$ cat src/sv/sector_cache_tag_table_core_assert.svh
// Assertion macros used by the sector cache tag table core.
`ifndef SECTOR_CACHE_TAG_TABLE_CORE_ASSERT_SVH
`define SECTOR_CACHE_TAG_TABLE_CORE_ASSERT_SVH

// Property that must hold at every clock edge outside reset.
`define SCTT_ASSERT(label, clk, rstn, prop, msg) \
  label: assert property (@(posedge clk) disable iff (!rstn) (prop)) \
    else $error(msg);

// Consequent that must hold in the cycle after the antecedent.
`define SCTT_ASSERT_NEXT(label, clk, rstn, ante, cons, msg) \
  label: assert property (@(posedge clk) disable iff (!rstn) (ante) |=> (cons)) \
    else $error(msg);

`endif

$ cat src/sv/sctt_pkg.sv
// Types, codes and constants of the sector cache tag table.
package sctt_pkg;

  localparam int unsigned DefEntries = 16;
  localparam int unsigned StampW     = 32;
  localparam int unsigned SlotW      = 4;
  localparam int unsigned CountW     = 5;

  typedef enum logic [2:0] {
    CMD_FIND    = 3'd0,
    CMD_OBTAIN  = 3'd1,
    CMD_REPLACE = 3'd2,
    CMD_RELEASE = 3'd3,
    CMD_FREE    = 3'd4,
    CMD_LOWEST  = 3'd5,
    CMD_FLUSH   = 3'd6
  } cmd_e;

  typedef enum logic [1:0] {
    OUT_FOUND = 2'd0,
    OUT_TAKEN = 2'd1,
    OUT_NONE  = 2'd2,
    OUT_DONE  = 2'd3
  } outcome_e;

  typedef enum logic [3:0] {
    ST_IDLE,
    ST_DISPATCH,
    ST_SCAN,
    ST_SCAN_END,
    ST_DECIDE,
    ST_SLOT,
    ST_RANK,
    ST_RANK_END,
    ST_FINAL,
    ST_RESP
  } state_e;

  typedef struct packed {
    logic [2:0]       command;
    logic [7:0]       track;
    logic [7:0]       sector;
    logic [SlotW-1:0] slot;
    logic             option_bit;
  } req_t;

  typedef struct packed {
    logic [1:0]        outcome;
    logic [SlotW-1:0]  result_slot;
    logic [7:0]        result_track;
    logic [7:0]        result_sector;
    logic              result_dirty;
    logic [CountW-1:0] entry_count;
  } rsp_t;

  // One directory record apart from its recency rank.
  typedef struct packed {
    logic [7:0]        track;
    logic [7:0]        sector;
    logic [StampW-1:0] stamp;
  } tag_t;

endpackage

$ cat src/sv/sctt_chan_if.sv
// Valid/ready channel carrying one payload per transfer.
interface sctt_chan_if #(
  parameter type payload_t = logic
);
  logic     valid;
  logic     ready;
  payload_t data;

  modport source (output valid, output data, input ready);
  modport sink   (input valid, input data, output ready);
endinterface

$ cat src/sv/sector_cache_tag_table_core.sv
// Sector cache tag table: a sequencer that scans the entry memory through one comparator.
// Command flow: find, lowest, replace and obtain scan all entries; allocating obtain and
// free add a rank pass; release and free read their slot first; flush, unknown codes and an
// invalid slot go straight to the result. One entry is read per cycle through the single port.
// One command at a time; the next is taken the cycle after its result is registered.
// Reset clears valid and dirty bits and both counters at once; the entry memory is not reset.
`include "sector_cache_tag_table_core_assert.svh"

module sector_cache_tag_table_core #(
  parameter int unsigned ENTRIES = sctt_pkg::DefEntries
) (
  input  logic         clk_i,
  input  logic         rst_ni,
  sctt_chan_if.sink    req_i,
  sctt_chan_if.source  rsp_o
);
  localparam int unsigned IW      = (ENTRIES > 1) ? $clog2(ENTRIES) : 1;
  localparam int unsigned CW      = $clog2(ENTRIES + 1);
  localparam int unsigned OutSlotW = sctt_pkg::SlotW;
  localparam int unsigned OutCntW  = sctt_pkg::CountW;
  localparam int unsigned SW      = (IW > OutSlotW) ? IW : OutSlotW;
  localparam int unsigned StW     = sctt_pkg::StampW;

  sctt_pkg::state_e state_q, state_d;

  logic [2:0]        cmd_q, cmd_d;
  logic [7:0]        trk_q, trk_d;
  logic [7:0]        sec_q, sec_d;
  logic [OutSlotW-1:0] slot_q, slot_d;
  logic              opt_q, opt_d;

  logic [IW-1:0]     cnt_q, cnt_d;
  logic              pend_q, pend_d;
  logic [IW-1:0]     pend_idx_q, pend_idx_d;

  logic [ENTRIES-1:0] valid_q, valid_d;
  logic [ENTRIES-1:0] dirty_q, dirty_d;
  logic [CW-1:0]      count_q, count_d;
  logic [StW-1:0]     stamp_q, stamp_d;

  logic              found_q, found_d;
  logic [IW-1:0]     best_idx_q, best_idx_d;
  sctt_pkg::tag_t    best_tag_q, best_tag_d;
  logic [IW-1:0]     best_rank_q, best_rank_d;
  logic              free_found_q, free_found_d;
  logic [IW-1:0]     free_idx_q, free_idx_d;

  sctt_pkg::rsp_t    res_q, res_d;
  sctt_pkg::rsp_t    out_q, out_d;
  logic              out_valid_q, out_valid_d;

  logic              st_we;
  logic [IW-1:0]     st_waddr;
  sctt_pkg::tag_t    st_wtag;
  logic [IW-1:0]     st_wrank;
  logic              st_re;
  logic [IW-1:0]     st_raddr;
  sctt_pkg::tag_t    st_rtag;
  logic [IW-1:0]     st_rrank;

  logic              accept;
  logic              last_addr;
  logic [SW-1:0]     slot_w;
  logic [IW-1:0]     slot_idx;
  logic              slot_ok;
  logic              alloc;
  logic              better;
  logic              out_free;

  assign accept    = req_i.valid && req_i.ready;
  assign last_addr = cnt_q == IW'(ENTRIES - 1);
  assign slot_w    = SW'(slot_q);
  assign slot_idx  = slot_w[IW-1:0];
  assign slot_ok   = (32'(slot_q) < ENTRIES) && valid_q[slot_idx];
  assign alloc     = (cmd_q == sctt_pkg::CMD_OBTAIN) && !found_q && opt_q && free_found_q;
  assign out_free  = !out_valid_q || rsp_o.ready;

  assign req_i.ready = state_q == sctt_pkg::ST_IDLE;
  assign rsp_o.valid = out_valid_q;
  assign rsp_o.data  = out_q;

  sctt_store #(
    .ENTRIES (ENTRIES)
  ) u_store (
    .clk_i   (clk_i),
    .we_i    (st_we),
    .waddr_i (st_waddr),
    .wtag_i  (st_wtag),
    .wrank_i (st_wrank),
    .re_i    (st_re),
    .raddr_i (st_raddr),
    .rtag_o  (st_rtag),
    .rrank_o (st_rrank)
  );

  sctt_cmp #(
    .RankW (IW)
  ) u_cmp (
    .mode_i       (cmd_q),
    .opt_i        (opt_q),
    .key_track_i  (trk_q),
    .key_sector_i (sec_q),
    .cand_valid_i (valid_q[pend_idx_q]),
    .cand_dirty_i (dirty_q[pend_idx_q]),
    .cand_tag_i   (st_rtag),
    .cand_rank_i  (st_rrank),
    .best_found_i (found_q),
    .best_tag_i   (best_tag_q),
    .best_rank_i  (best_rank_q),
    .better_o     (better)
  );

  // Next state.
  always_comb begin
    state_d = state_q;
    unique case (state_q)
      sctt_pkg::ST_IDLE: begin
        if (accept) state_d = sctt_pkg::ST_DISPATCH;
      end
      sctt_pkg::ST_DISPATCH: begin
        unique case (cmd_q) inside
          sctt_pkg::CMD_FIND, sctt_pkg::CMD_OBTAIN, sctt_pkg::CMD_REPLACE,
          sctt_pkg::CMD_LOWEST: state_d = sctt_pkg::ST_SCAN;
          sctt_pkg::CMD_RELEASE, sctt_pkg::CMD_FREE: begin
            state_d = slot_ok ? sctt_pkg::ST_SLOT : sctt_pkg::ST_RESP;
          end
          default: state_d = sctt_pkg::ST_RESP;
        endcase
      end
      sctt_pkg::ST_SCAN: begin
        if (last_addr) state_d = sctt_pkg::ST_SCAN_END;
      end
      sctt_pkg::ST_SCAN_END: state_d = sctt_pkg::ST_DECIDE;
      sctt_pkg::ST_DECIDE:   state_d = alloc ? sctt_pkg::ST_RANK : sctt_pkg::ST_RESP;
      sctt_pkg::ST_SLOT: begin
        state_d = (cmd_q == sctt_pkg::CMD_FREE) ? sctt_pkg::ST_RANK : sctt_pkg::ST_RESP;
      end
      sctt_pkg::ST_RANK: begin
        if (last_addr) state_d = sctt_pkg::ST_RANK_END;
      end
      sctt_pkg::ST_RANK_END: state_d = sctt_pkg::ST_FINAL;
      sctt_pkg::ST_FINAL:    state_d = sctt_pkg::ST_RESP;
      sctt_pkg::ST_RESP: begin
        if (out_free) state_d = sctt_pkg::ST_IDLE;
      end
      default: state_d = sctt_pkg::ST_IDLE;
    endcase
  end

  // Datapath and memory control.
  always_comb begin
    cmd_d        = cmd_q;
    trk_d        = trk_q;
    sec_d        = sec_q;
    slot_d       = slot_q;
    opt_d        = opt_q;
    cnt_d        = cnt_q;
    pend_d       = 1'b0;
    pend_idx_d   = cnt_q;
    valid_d      = valid_q;
    dirty_d      = dirty_q;
    count_d      = count_q;
    stamp_d      = stamp_q;
    found_d      = found_q;
    best_idx_d   = best_idx_q;
    best_tag_d   = best_tag_q;
    best_rank_d  = best_rank_q;
    free_found_d = free_found_q;
    free_idx_d   = free_idx_q;
    res_d        = res_q;
    out_d        = out_q;
    out_valid_d  = out_valid_q && !rsp_o.ready;
    st_we        = 1'b0;
    st_waddr     = pend_idx_q;
    st_wtag      = st_rtag;
    st_wrank     = st_rrank;
    st_re        = 1'b0;
    st_raddr     = cnt_q;

    // Read data of the entry issued last cycle is checked while scanning.
    if (pend_q && (state_q == sctt_pkg::ST_SCAN || state_q == sctt_pkg::ST_SCAN_END)) begin
      if (better) begin
        found_d     = 1'b1;
        best_idx_d  = pend_idx_q;
        best_tag_d  = st_rtag;
        best_rank_d = st_rrank;
      end
      if (!valid_q[pend_idx_q] && !free_found_q) begin
        free_found_d = 1'b1;
        free_idx_d   = pend_idx_q;
      end
    end

    // Rank pass: ages every valid entry on insert, or closes the gap left by a free.
    if (pend_q && (state_q == sctt_pkg::ST_RANK || state_q == sctt_pkg::ST_RANK_END)) begin
      if (cmd_q == sctt_pkg::CMD_OBTAIN) begin
        st_we    = valid_q[pend_idx_q];
        st_wrank = st_rrank + IW'(1);
      end else begin
        st_we    = valid_q[pend_idx_q] && (st_rrank > best_rank_q);
        st_wrank = st_rrank - IW'(1);
      end
    end

    unique case (state_q)
      sctt_pkg::ST_IDLE: begin
        if (accept) begin
          cmd_d  = req_i.data.command;
          trk_d  = req_i.data.track;
          sec_d  = req_i.data.sector;
          slot_d = req_i.data.slot;
          opt_d  = req_i.data.option_bit;
        end
      end
      sctt_pkg::ST_DISPATCH: begin
        res_d         = '0;
        res_d.outcome = sctt_pkg::OUT_NONE;
        cnt_d         = '0;
        found_d       = 1'b0;
        free_found_d  = 1'b0;
        unique case (cmd_q) inside
          sctt_pkg::CMD_FIND, sctt_pkg::CMD_OBTAIN, sctt_pkg::CMD_REPLACE,
          sctt_pkg::CMD_LOWEST: begin
          end
          sctt_pkg::CMD_RELEASE, sctt_pkg::CMD_FREE: begin
            st_re    = slot_ok;
            st_raddr = slot_idx;
          end
          sctt_pkg::CMD_FLUSH: begin
            valid_d       = '0;
            dirty_d       = '0;
            count_d       = '0;
            res_d.outcome = sctt_pkg::OUT_DONE;
          end
          default: begin
          end
        endcase
      end
      sctt_pkg::ST_SCAN, sctt_pkg::ST_RANK: begin
        st_re      = 1'b1;
        st_raddr   = cnt_q;
        pend_d     = 1'b1;
        pend_idx_d = cnt_q;
        cnt_d      = cnt_q + IW'(1);
      end
      sctt_pkg::ST_SCAN_END, sctt_pkg::ST_RANK_END: begin
        cnt_d = '0;
      end
      sctt_pkg::ST_DECIDE: begin
        res_d         = '0;
        res_d.outcome = sctt_pkg::OUT_NONE;
        if (cmd_q == sctt_pkg::CMD_REPLACE) begin
          if (found_q) begin
            st_we               = 1'b1;
            st_waddr            = best_idx_q;
            st_wtag             = '{track: trk_q, sector: sec_q, stamp: stamp_q};
            st_wrank            = best_rank_q;
            dirty_d[best_idx_q] = 1'b0;
            stamp_d             = stamp_q + StW'(1);
            res_d.outcome       = sctt_pkg::OUT_TAKEN;
            res_d.result_slot   = OutSlotW'(best_idx_q);
            res_d.result_track  = trk_q;
            res_d.result_sector = sec_q;
          end
        end else if (found_q) begin
          res_d.outcome       = sctt_pkg::OUT_FOUND;
          res_d.result_slot   = OutSlotW'(best_idx_q);
          res_d.result_track  = best_tag_q.track;
          res_d.result_sector = best_tag_q.sector;
          res_d.result_dirty  = dirty_q[best_idx_q];
        end
      end
      sctt_pkg::ST_SLOT: begin
        best_idx_d          = slot_idx;
        best_tag_d          = st_rtag;
        best_rank_d         = st_rrank;
        res_d               = '0;
        res_d.outcome       = sctt_pkg::OUT_DONE;
        res_d.result_slot   = OutSlotW'(slot_idx);
        res_d.result_track  = st_rtag.track;
        res_d.result_sector = st_rtag.sector;
        res_d.result_dirty  = dirty_q[slot_idx];
        cnt_d               = '0;
        if (cmd_q == sctt_pkg::CMD_FREE) begin
          valid_d[slot_idx] = 1'b0;
          count_d           = count_q - CW'(1);
        end else if (opt_q) begin
          dirty_d[slot_idx]  = 1'b1;
          res_d.result_dirty = 1'b1;
        end
      end
      sctt_pkg::ST_FINAL: begin
        if (cmd_q == sctt_pkg::CMD_OBTAIN) begin
          st_we               = 1'b1;
          st_waddr            = free_idx_q;
          st_wtag             = '{track: trk_q, sector: sec_q, stamp: stamp_q};
          st_wrank            = '0;
          valid_d[free_idx_q] = 1'b1;
          dirty_d[free_idx_q] = 1'b0;
          count_d             = count_q + CW'(1);
          stamp_d             = stamp_q + StW'(1);
          res_d               = '0;
          res_d.outcome       = sctt_pkg::OUT_TAKEN;
          res_d.result_slot   = OutSlotW'(free_idx_q);
          res_d.result_track  = trk_q;
          res_d.result_sector = sec_q;
        end
      end
      sctt_pkg::ST_RESP: begin
        if (out_free) begin
          out_d             = res_q;
          out_d.entry_count = OutCntW'(count_q);
          out_valid_d       = 1'b1;
        end
      end
      default: begin
      end
    endcase
  end

  always_ff @(posedge clk_i or negedge rst_ni) begin
    if (!rst_ni) begin
      state_q      <= sctt_pkg::ST_IDLE;
      pend_q       <= 1'b0;
      valid_q      <= '0;
      dirty_q      <= '0;
      count_q      <= '0;
      stamp_q      <= '0;
      found_q      <= 1'b0;
      free_found_q <= 1'b0;
      out_valid_q  <= 1'b0;
    end else begin
      state_q      <= state_d;
      pend_q       <= pend_d;
      valid_q      <= valid_d;
      dirty_q      <= dirty_d;
      count_q      <= count_d;
      stamp_q      <= stamp_d;
      found_q      <= found_d;
      free_found_q <= free_found_d;
      out_valid_q  <= out_valid_d;
    end
  end

  always_ff @(posedge clk_i) begin
    cmd_q       <= cmd_d;
    trk_q       <= trk_d;
    sec_q       <= sec_d;
    slot_q      <= slot_d;
    opt_q       <= opt_d;
    cnt_q       <= cnt_d;
    pend_idx_q  <= pend_idx_d;
    best_idx_q  <= best_idx_d;
    best_tag_q  <= best_tag_d;
    best_rank_q <= best_rank_d;
    free_idx_q  <= free_idx_d;
    res_q       <= res_d;
    out_q       <= out_d;
  end

  `SCTT_ASSERT(a_count_matches_valid, clk_i, rst_ni, 32'(count_q) == $countones(valid_q), "valid count disagrees with valid bits")
  `SCTT_ASSERT(a_no_port_clash, clk_i, rst_ni, (st_we && st_re) |-> (st_waddr != st_raddr), "entry memory read and written at one address")
  `SCTT_ASSERT(a_best_is_valid, clk_i, rst_ni, (state_q == sctt_pkg::ST_DECIDE && found_q) |-> valid_q[best_idx_q], "scan picked an invalid entry")
  `SCTT_ASSERT_NEXT(a_transfer_starts, clk_i, rst_ni, req_i.valid && req_i.ready, state_q == sctt_pkg::ST_DISPATCH && !out_valid_q || state_q == sctt_pkg::ST_DISPATCH, "command transfer did not start the sequencer")
endmodule

$ cat src/sv/sctt_store.sv
// Entry memory of the tag table: one write port and one registered read port.
module sctt_store #(
  parameter int unsigned ENTRIES = sctt_pkg::DefEntries
) (
  input  logic                                   clk_i,
  input  logic                                   we_i,
  input  logic [((ENTRIES > 1) ? $clog2(ENTRIES) : 1)-1:0] waddr_i,
  input  sctt_pkg::tag_t                         wtag_i,
  input  logic [((ENTRIES > 1) ? $clog2(ENTRIES) : 1)-1:0] wrank_i,
  input  logic                                   re_i,
  input  logic [((ENTRIES > 1) ? $clog2(ENTRIES) : 1)-1:0] raddr_i,
  output sctt_pkg::tag_t                         rtag_o,
  output logic [((ENTRIES > 1) ? $clog2(ENTRIES) : 1)-1:0] rrank_o
);
  localparam int unsigned IW = (ENTRIES > 1) ? $clog2(ENTRIES) : 1;

  sctt_pkg::tag_t  mem_tag_q  [ENTRIES];
  logic [IW-1:0]   mem_rank_q [ENTRIES];
  sctt_pkg::tag_t  rtag_q;
  logic [IW-1:0]   rrank_q;

  always_ff @(posedge clk_i) begin
    if (we_i) begin
      mem_tag_q[waddr_i]  <= wtag_i;
      mem_rank_q[waddr_i] <= wrank_i;
    end
  end

  always_ff @(posedge clk_i) begin
    if (re_i) begin
      rtag_q  <= mem_tag_q[raddr_i];
      rrank_q <= mem_rank_q[raddr_i];
    end
  end

  assign rtag_o  = rtag_q;
  assign rrank_o = rrank_q;
endmodule

$ cat src/sv/sctt_cmp.sv
// Shared scan comparator: decides whether the entry under test beats the best so far.
module sctt_cmp #(
  parameter int unsigned RankW = 4
) (
  input  logic [2:0]       mode_i,
  input  logic             opt_i,
  input  logic [7:0]       key_track_i,
  input  logic [7:0]       key_sector_i,
  input  logic             cand_valid_i,
  input  logic             cand_dirty_i,
  input  sctt_pkg::tag_t   cand_tag_i,
  input  logic [RankW-1:0] cand_rank_i,
  input  logic             best_found_i,
  input  sctt_pkg::tag_t   best_tag_i,
  input  logic [RankW-1:0] best_rank_i,
  output logic             better_o
);
  logic        rank_lt;
  logic        stamp_lt;
  logic        stamp_eq;
  logic [15:0] cand_key;
  logic [15:0] best_key;
  logic        key_lt;
  logic        key_eq;
  logic        eligible;
  logic        prefer;

  assign rank_lt  = cand_rank_i < best_rank_i;
  assign stamp_lt = cand_tag_i.stamp < best_tag_i.stamp;
  assign stamp_eq = cand_tag_i.stamp == best_tag_i.stamp;
  assign cand_key = {cand_tag_i.track, cand_tag_i.sector};
  assign best_key = {best_tag_i.track, best_tag_i.sector};
  assign key_lt   = cand_key < best_key;
  assign key_eq   = cand_key == best_key;

  always_comb begin
    eligible = 1'b0;
    prefer   = 1'b0;
    unique case (mode_i) inside
      sctt_pkg::CMD_FIND, sctt_pkg::CMD_OBTAIN: begin
        eligible = cand_valid_i && (cand_tag_i.track == key_track_i) &&
                   (cand_tag_i.sector == key_sector_i);
        prefer   = rank_lt;
      end
      sctt_pkg::CMD_REPLACE: begin
        eligible = cand_valid_i && !cand_dirty_i;
        prefer   = stamp_lt || (stamp_eq && rank_lt);
      end
      sctt_pkg::CMD_LOWEST: begin
        eligible = cand_valid_i && (!opt_i || cand_dirty_i);
        prefer   = key_lt || (key_eq && rank_lt);
      end
      default: begin
        eligible = 1'b0;
        prefer   = 1'b0;
      end
    endcase
  end

  // A lower rank means a more recent insertion, which wins every tie.
  assign better_o = eligible && (!best_found_i || prefer);
endmodule

$ cat src/flat_wrapper.sv
// flat-port wrapper written by rule: the top's interface ports become plain ports
module sector_cache_tag_table_core_flat import sctt_pkg::*;
#(
  parameter int unsigned ENTRIES = sctt_pkg::DefEntries
)
  (clk_i, rst_ni, req_i_valid, req_i_data, req_i_ready, rsp_o_valid, rsp_o_data, rsp_o_ready);
  sctt_chan_if #(.payload_t(req_t)) req_i_i ();
  sctt_chan_if #(.payload_t(rsp_t)) rsp_o_i ();
  input  logic clk_i;
  input  logic rst_ni;
  input wire logic [$bits(req_i_i.valid)-1:0] req_i_valid;
  input wire logic [$bits(req_i_i.data)-1:0] req_i_data;
  output wire logic [$bits(req_i_i.ready)-1:0] req_i_ready;
  output wire logic [$bits(rsp_o_i.valid)-1:0] rsp_o_valid;
  output wire logic [$bits(rsp_o_i.data)-1:0] rsp_o_data;
  input wire logic [$bits(rsp_o_i.ready)-1:0] rsp_o_ready;
  assign req_i_i.valid = req_i_valid;
  assign req_i_i.data = req_i_data;
  assign req_i_ready = req_i_i.ready;
  assign rsp_o_valid = rsp_o_i.valid;
  assign rsp_o_data = rsp_o_i.data;
  assign rsp_o_i.ready = rsp_o_ready;
  sector_cache_tag_table_core #(.ENTRIES(ENTRIES)) u_core (.clk_i(clk_i), .rst_ni(rst_ni), .req_i(req_i_i), .rsp_o(rsp_o_i));
endmodule
$ cat config.mk
export PLATFORM = sky130hd
export DESIGN_NAME = sector_cache_tag_table_core_flat
export DESIGN_NICKNAME = d
export VERILOG_FILES = /design/src/sv/sctt_pkg.sv /design/src/sv/sctt_chan_if.sv /design/src/sv/sector_cache_tag_table_core.sv /design/src/sv/sctt_store.sv /design/src/sv/sctt_cmp.sv /design/src/flat_wrapper.sv
export VERILOG_INCLUDE_DIRS = /design/src /design/src/sv
export SDC_FILE = /design/constraint.sdc
export NUM_CORES = 2
export LEC_CHECK = 0
export ABC_AREA = 1
export BUFFER_PORTS_ARGS = -buffer_cell sky130_fd_sc_hd__buf_2
export CORE_MARGIN = 2
export CORE_UTILIZATION = 60
export CTS_CLUSTER_DIAMETER = 200
export DETAILED_ROUTE_END_ITERATION = 8
export PLACE_DENSITY_LB_ADDON = 0.2
export SYNTH_ARGS = -nofsm -noshare
export SYNTH_HDL_FRONTEND = slang
export SYNTH_HIERARCHICAL = 1
export SYNTH_SLANG_ARGS = --single-unit
$ cat constraint.sdc
create_clock -name clk_i -period 4.9 [get_ports clk_i]
set_clock_uncertainty 0.15 [all_clocks]
set_input_delay 0.245 -clock clk_i [delete_from_list [all_inputs] [get_ports clk_i]]
set_output_delay 0.245 -clock clk_i [all_outputs]
set_load 0.02 [all_outputs]
Yosys cells after proc, flatten, opt, wreduce, memory -nomap -nowiden. Memories as Yosys holds them, arrays and structs flattened. A register that Yosys moved wholly into a read port is not among the register bits. Index checks and enable logic that the tools add are counted.

Reduce and logical (&&, ||, !) cells: 60. Equality and inequality tests: 31. Magnitude comparators: 11. Bitwise operators: 8. Add/subtract/negate cells: 6. Mux-type cells: 99.

Operators by type and width (number): two-way mux 48 bit (6); two-way mux 16 bit (8); one-hot mux 28 bit (4 select lines) (1); two-way mux 32 bit (3); one-hot mux 48 bit (2 select lines) (1); two-way mux 4 bit (23); one-hot mux 16 bit (4 select lines) (1); one-hot mux 32 bit (2 select lines) (1); bitwise AND 16 bit (3); inverter 16 bit (3); one-hot mux 16 bit (3 select lines) (1); two-way mux 22 bit (2); one-hot mux 4 bit (10 select lines) (1); adder 32 x 1 -> 32 bit (second input constant) (1); equality test 32 bit (1); < comparator 32 bit (1); bitwise OR 16 bit (2); one-hot mux 4 bit (2 select lines) (4); two-way mux 1 bit (29); two-way mux 28 bit (1); two-way mux 23 bit (1); binary-select mux 1 bit (select 4 bit) (5); < comparator 4 x 5 -> 1 bit (second input constant) (4); logical AND 1 bit (19); 36 further kinds (93).

Register bits after elaboration: 220. Word-level logic and storage cells: 250. Memories: 2. Memory bits (writable): 832.

Memory list: u_core.u_store.mem_tag_q (depth 16, bits a word 48, rd ports 1, clocked after Yosys merged registers in 1, write ports 1, line sctt_store.sv:17) `sctt_pkg::tag_t mem_tag_q [ENTRIES];`; u_core.u_store.mem_rank_q (depth 16, bits a word 4, rd ports 1, clocked after Yosys merged registers in 1, write ports 1, line sctt_store.sv:18) `logic [IW-1:0] mem_rank_q [ENTRIES];`.

Longest topological paths before layout.
Depth after elaboration: 10. Mapped depth: 18. Depth with buffers taken out: 18.

Modules after synthesis. Netlist, hierarchy kept.

By module, submodules not included: sctt_store (times used 1, cells each 3428, area an instance 37034.3 um2); sector_cache_tag_table_core (times used 1, cells each 1320, area an instance 11340.9 um2); sctt_cmp (times used 1, cells each 284, area an instance 1714.1 um2).

Worst setup path after synthesis. OpenSTA, ideal clock, no wires.

Kind: reg-to-reg. Start: reg u_core.state_q[1]. End: mem u_core/u_store/mem_rank_q[11][0] (netlist bit), enable pin. Cell stages (with the launch flop): 12. Setup slack: 0.344 ns. Path buffers: 4. Data arrival time: 3.944 ns. Cells stage by stage: dfrtp_1 > buf_2 > nor2_4 > nand2_2 > buf_6 > nand2_4 > nand3_4 > buf_4 > buf_4 > o21ai_0 > nand3_1 > nor2_1.

Longest elaborated chain between the ends: 9. Elaborated cells between the ends (all ways): 14.

RTL lines: from (decl) (line sector_cache_tag_table_core.sv:24) `sctt_pkg::state_e state_q, state_d;`; from (signal assigned) (line sector_cache_tag_table_core.sv:323) `state_q <= sctt_pkg::ST_IDLE;`; from (signal assigned) (line sector_cache_tag_table_core.sv:333) `state_q <= state_d;`; equality test 4 x 3 -> 1 bit (line sector_cache_tag_table_core.sv:195) `if (pend_q && (state_q == sctt_pkg::ST_RANK || state_q == sctt_pkg::ST_RANK_END)) begin`; logical OR 1 bit (line sector_cache_tag_table_core.sv:195); logical AND 1 bit (line sector_cache_tag_table_core.sv:195); two-way mux 1 bit (line sector_cache_tag_table_core.sv:195); two-way mux 1 bit (line sector_cache_tag_table_core.sv:253) `if (found_q) begin`; two-way mux 1 bit (line sector_cache_tag_table_core.sv:252) `if (cmd_q == sctt_pkg::CMD_REPLACE) begin`; one-hot mux 1 bit (2 select lines) (*) (line sector_cache_tag_table_core.sv:205) `unique case (state_q)`; net u_core.st_we (line sector_cache_tag_table_core.sv:52) `logic st_we;`; two-way mux 1 bit (*) (line sctt_store.sv:23) `if (we_i) begin`; two-way mux 1 bit (not written as such) (*) (line sctt_store.sv:25) `mem_rank_q[waddr_i] <= wrank_i;`; to (decl) (line sctt_store.sv:18).

Mark *: on every way through the listed nets, which the timed path passes. The rest lies on a longest branch.

Worst setup path after layout.
Start: reg u_core.cmd_q[0]. End: reg u_core/u_store/rtag_o[15] (netlist name).

Longest elaborated chain between the ends: 4. Elaborated cells between the ends (all ways): 7.

RTL lines: from (decl) (line sector_cache_tag_table_core.sv:26) `logic [2:0] cmd_q, cmd_d;`; from (signal assigned) (line sector_cache_tag_table_core.sv:346) `cmd_q <= cmd_d;`; equality test 3 bit (no line) / equality test 3 x 2 -> 1 bit (equally long branches); OR reduction 2 bit (*) (line sector_cache_tag_table_core.sv:221) `unique case (cmd_q) inside`; two-way mux 4 bit (*) (line sector_cache_tag_table_core.sv:221); two-way mux 4 bit (*) (line sector_cache_tag_table_core.sv:205); net u_core.st_raddr[1] (line sector_cache_tag_table_core.sv:57) `logic [IW-1:0] st_raddr;`.

Marks and branches as above. A chain may end at the register's enable or synchronous reset.

==> metrics.cfg <==
[final_layout]
insertedDiodeCount = 0
layout-drive-gt1-share_pct = 7.69
nets = 5210
area_growth_pct = 11.7
fin_cells = 6283

[grt]
antenna_found_initial = 1
grt_pass1_wl_um = 194000
grt_usage_pct = 29.5
overflow = 0
grt_max_degree = 148
grt_pass1_vias = 33945

[placed_design]
portBuffers = 57
place_congestion = 1.01
dp_hpwl_um = 67900
post-place-cells = 6049

[routing]
wl_um = 126000
wl_per_cell_um = 20.0
vias_per_cell = 5.61
dr.first_iter.drc_count = 3896
vias = 35278
ant_nets = 0
drc = 0
dr.pass1.iters = 6

[yosys]
syn_area_mm2 = 0.0501
syn_avg_cell_area_um2 = 9.95
yosys_warnings = 6
synthArstFlopShare_pct = 6.97
ys_seq_elements = 1104
ys.flop_type = edfxtp_1
syn_inst = 5032
syn_nets = 5124
ys_types = 49
synth_edf_count = 1023
synth_top_cell_by_area = edfxtp_1
synth-seq-area-share_pct = 65.3
synth_top_area_share_pct = 61.3
synth_area_leaders = edfxtp_1 61%, nand2_1 12%, nand3_1 7.1%

[clock_network]
cts-root-buf = clkbuf_16
h-tree-depth = 3
clk_pin_slew_ns = 0.06
cts_setup_buffers = 0
clk_path_buf_depth = 3
cts_tree = done
cts_num_sinks = 1104
clk_latency_ns = 0.70
cts_made_buffers = 108

[sta]
timing_worst_slew_pin_value_ns = 1.16
hold_viol_final = 0
drv_slew = 0
max_freq_ghz = 0.252
slew_headroom_pct = 22.3
period_share_pct = 81.1
timing.final.crit_period_ns = 3.97
fin_setup_tns_ns = 0
setup_viol = 0
rsz0062_at_grt = no

[floorplan]
core_mm2 = 0.0824
dieHeight_um = 293
ioPinCount = 58
die_area_mm2 = 0.0858
die_x_um = 293
std_cell_rows = 105
start_util_pct = 60.8

[pwr]
leakagePower_nw = 23.8
power.total_w = 0.0326
p_per_area_mw_per_mm2 = 582
peakVddDrop_mv = 0.674

[setup_path]
end_kind = flip-flop
crit_path_max_fanout = 74
crit_top_cell = nand2_1
path_cells = inv_1, nand2_1, inv_1, nand2_1, o21ai_0, nand2_1, nand2_1, o21ai_4, inv_6, buf_4, nand3_1, nand3_1, nand3_1, nand2_1
critPathKind = flip-flop to flip-flop
crit_family = buffers and inverters
startpoint_type = flip-flop
critPathRequiredTime_ns = 5.30
r2r_slack_ns = 0.93
crit_buf_inv = 4
critical_path.slowest_cell = buf_4
critPathMaxStageDelay_ns = 0.72
cp.arrival_ns = 4.38

[run_status]
status = complete, no violations

[flow_run]
cap_violations = 0

[hold_path]
hp-class = input pin to flip-flop

-- per-layer routing --
| metal | GRT usage (%) | share of wire (%) | vias to the layer above |
|---|---|---|---|
| met5 | 0 | 0 | - |
| met4 | 10.5 | 3.3 | 0 |
| met2 | 48.2 | 47 | 1582 |
| met3 | 4.40 | 8.6 | 289 |
| li1 | - | - | 16609 |
| met1 | 40.6 | 41 | 16798 |
-- kinds of logic after synthesis --
group / after synthesis / share of synthesized area (%)
AND/OR/NAND/NOR: 2499 / 21.1
multiplexers: 1 / 0.0200
adder cells (fa/ha/maj): 64 / 1.63
AO/OA/AOI/OAI: 262 / 2.84
XOR/XNOR: 35 / 0.612
flip-flops: 1104 / 65.3
buffers and inverters: 1067 / 8.45
-- cells in the mapped netlist (3+ instances only) --
| cell | n |
|---|---|
| o22ai_1 | 10 |
| buf_4 | 14 |
| o21ai_0 | 144 |
| nor3_1 | 19 |
| buf_6 | 4 |
| nor2_4 | 8 |
| nor2_1 | 159 |
| o221ai_1 | 3 |
| nand4_1 | 34 |
| nor4_1 | 3 |
| buf_1 | 23 |
| ha_1 | 62 |
| nand3_1 | 714 |
| buf_2 | 115 |
| nand2_2 | 9 |
| clkbuf_1 | 57 |
| nand2_1 | 1535 |
| edfxtp_1 | 1023 |
| dfxtp_1 | 4 |
| dfrtp_1 | 77 |
| xor2_1 | 30 |
| nand2_4 | 3 |
| xnor2_1 | 5 |
| o211ai_1 | 20 |
| a21oi_1 | 50 |
| o21ai_1 | 22 |
| inv_2 | 17 |
| nor2_2 | 3 |
| inv_1 | 831 |
| clkinv_1 | 6 |
-- stage by stage --
stage / utilization [%] / instance area (um2) / setup slack [ns] / hold slack [ns]
6_report: 67.9 / 56000 / 0.928 / 0.107
5_1_grt: 67.9 / 56000 / 0.728 / 0.0970
4_1_cts: 67.9 / 56000 / 1.04 / 0.0740
3_5_place_dp: 63.2 / 52000 / 1.05 / 0.134
3_3_place_gp: 63.2 / 52000 / 1.14 / 0.131
2_1_floorplan: - / 50100 / 0.344 / -0.201
-- power breakdown --
group,switching (W),internal [W]
sequential,0.000515,0.0124
clock,0.00360,0.00484
combinational,0.00808,0.00311
total,0.0122,0.0204
-- flip-flops by register name (all words and copies together) (netlist names), 5 cells and up --
signal                     flops
u_core/count_q                 5
u_core/valid_q                16
u_core/u_store/mem_rank_q     64
u_core/stamp_q                32
u_core/best_tag_q             48
u_core/res_q                  23
u_core/dirty_q                16
u_core/sec_q                   8
u_core/rsp_o.data             28
u_core/u_store/rtag_o         48
u_core/u_store/mem_tag_q     768
u_core/trk_q                   8
-- cells in the final DEF, fill, tap and decap left out, types with 3 or more instances in the layout --
cell | synthesis | routed
nand2_1 | 1535 | 1533
edfxtp_1 | 1023 | 1023
inv_1 | 831 | 831
nand3_1 | 714 | 714
nor2_1 | 159 | 143
o21ai_0 | 144 | 140
clkbuf_16 | 0 | 109
dfrtp_1 | 77 | 77
buf_4 | 14 | 74
ha_1 | 62 | 62
buf_2 | 115 | 56
a21oi_1 | 50 | 49
nand4_1 | 34 | 34
xor2_1 | 30 | 30
buf_12 | 0 | 30
dlygate4sd3_1 | 0 | 28
clkinv_2 | 0 | 25
clkbuf_1 | 57 | 24
nor2_4 | 8 | 24
o21ai_1 | 22 | 22
o211ai_1 | 20 | 20
clkinv_1 | 6 | 18
nor3_1 | 19 | 18
inv_2 | 17 | 15
bufinv_16 | 0 | 12
nand2_2 | 9 | 10
o22ai_1 | 10 | 10
clkinvlp_4 | 0 | 9
clkbuf_8 | 0 | 6
inv_6 | 0 | 5
xnor2_1 | 5 | 5
nand2_4 | 3 | 4
o21ai_4 | 0 | 4
dfxtp_1 | 4 | 4
nor2_2 | 3 | 3
o221ai_1 | 3 | 3
nor4_1 | 3 | 3
-- what timing repair did --
item | in CTS | in global routing
hold endpoints to repair | 74 | 0
resized for setup | 0 | 0
hold buffers | 29 | 0
-- path summary, 6_finish.rpt --
path / depth (start not counted) / end / startpoint
max in group asynchronous: 4 / u_core/stamp_q[3]$_DFFE_PN0P_ / rst_ni
min in group asynchronous: 4 / u_core/dirty_q[11]$_DFFE_PN0P_ / rst_ni
hold / removal: 2 / u_core/sec_q[6]$_DFFE_PP_ / req_i_data[11]
setup / recovery: 14 / u_core/u_store/rtag_o[15]$_DFFE_PP_ / u_core/cmd_q[0]$_DFFE_PP_
hold reg to reg: 0 / u_core/pend_idx_q[3]$_DFF_P_ / u_core/cnt_q[3]$_SDFFCE_PP0P_
setup reg to reg: 14 / u_core/u_store/rtag_o[15]$_DFFE_PP_ / u_core/cmd_q[0]$_DFFE_PP_
-- area by class of cell --
type	instances	area [um2]
fillers	6035	26400
repair buffers	189	1740
flip-flops and latches	1104	32700
well taps	1070	1340
inverters	854	3220
clock inverters	66	717
clock buffers	139	2900
multi-input cells	2861	13300
No activity file was read; power rests on OpenSTA's default activity.
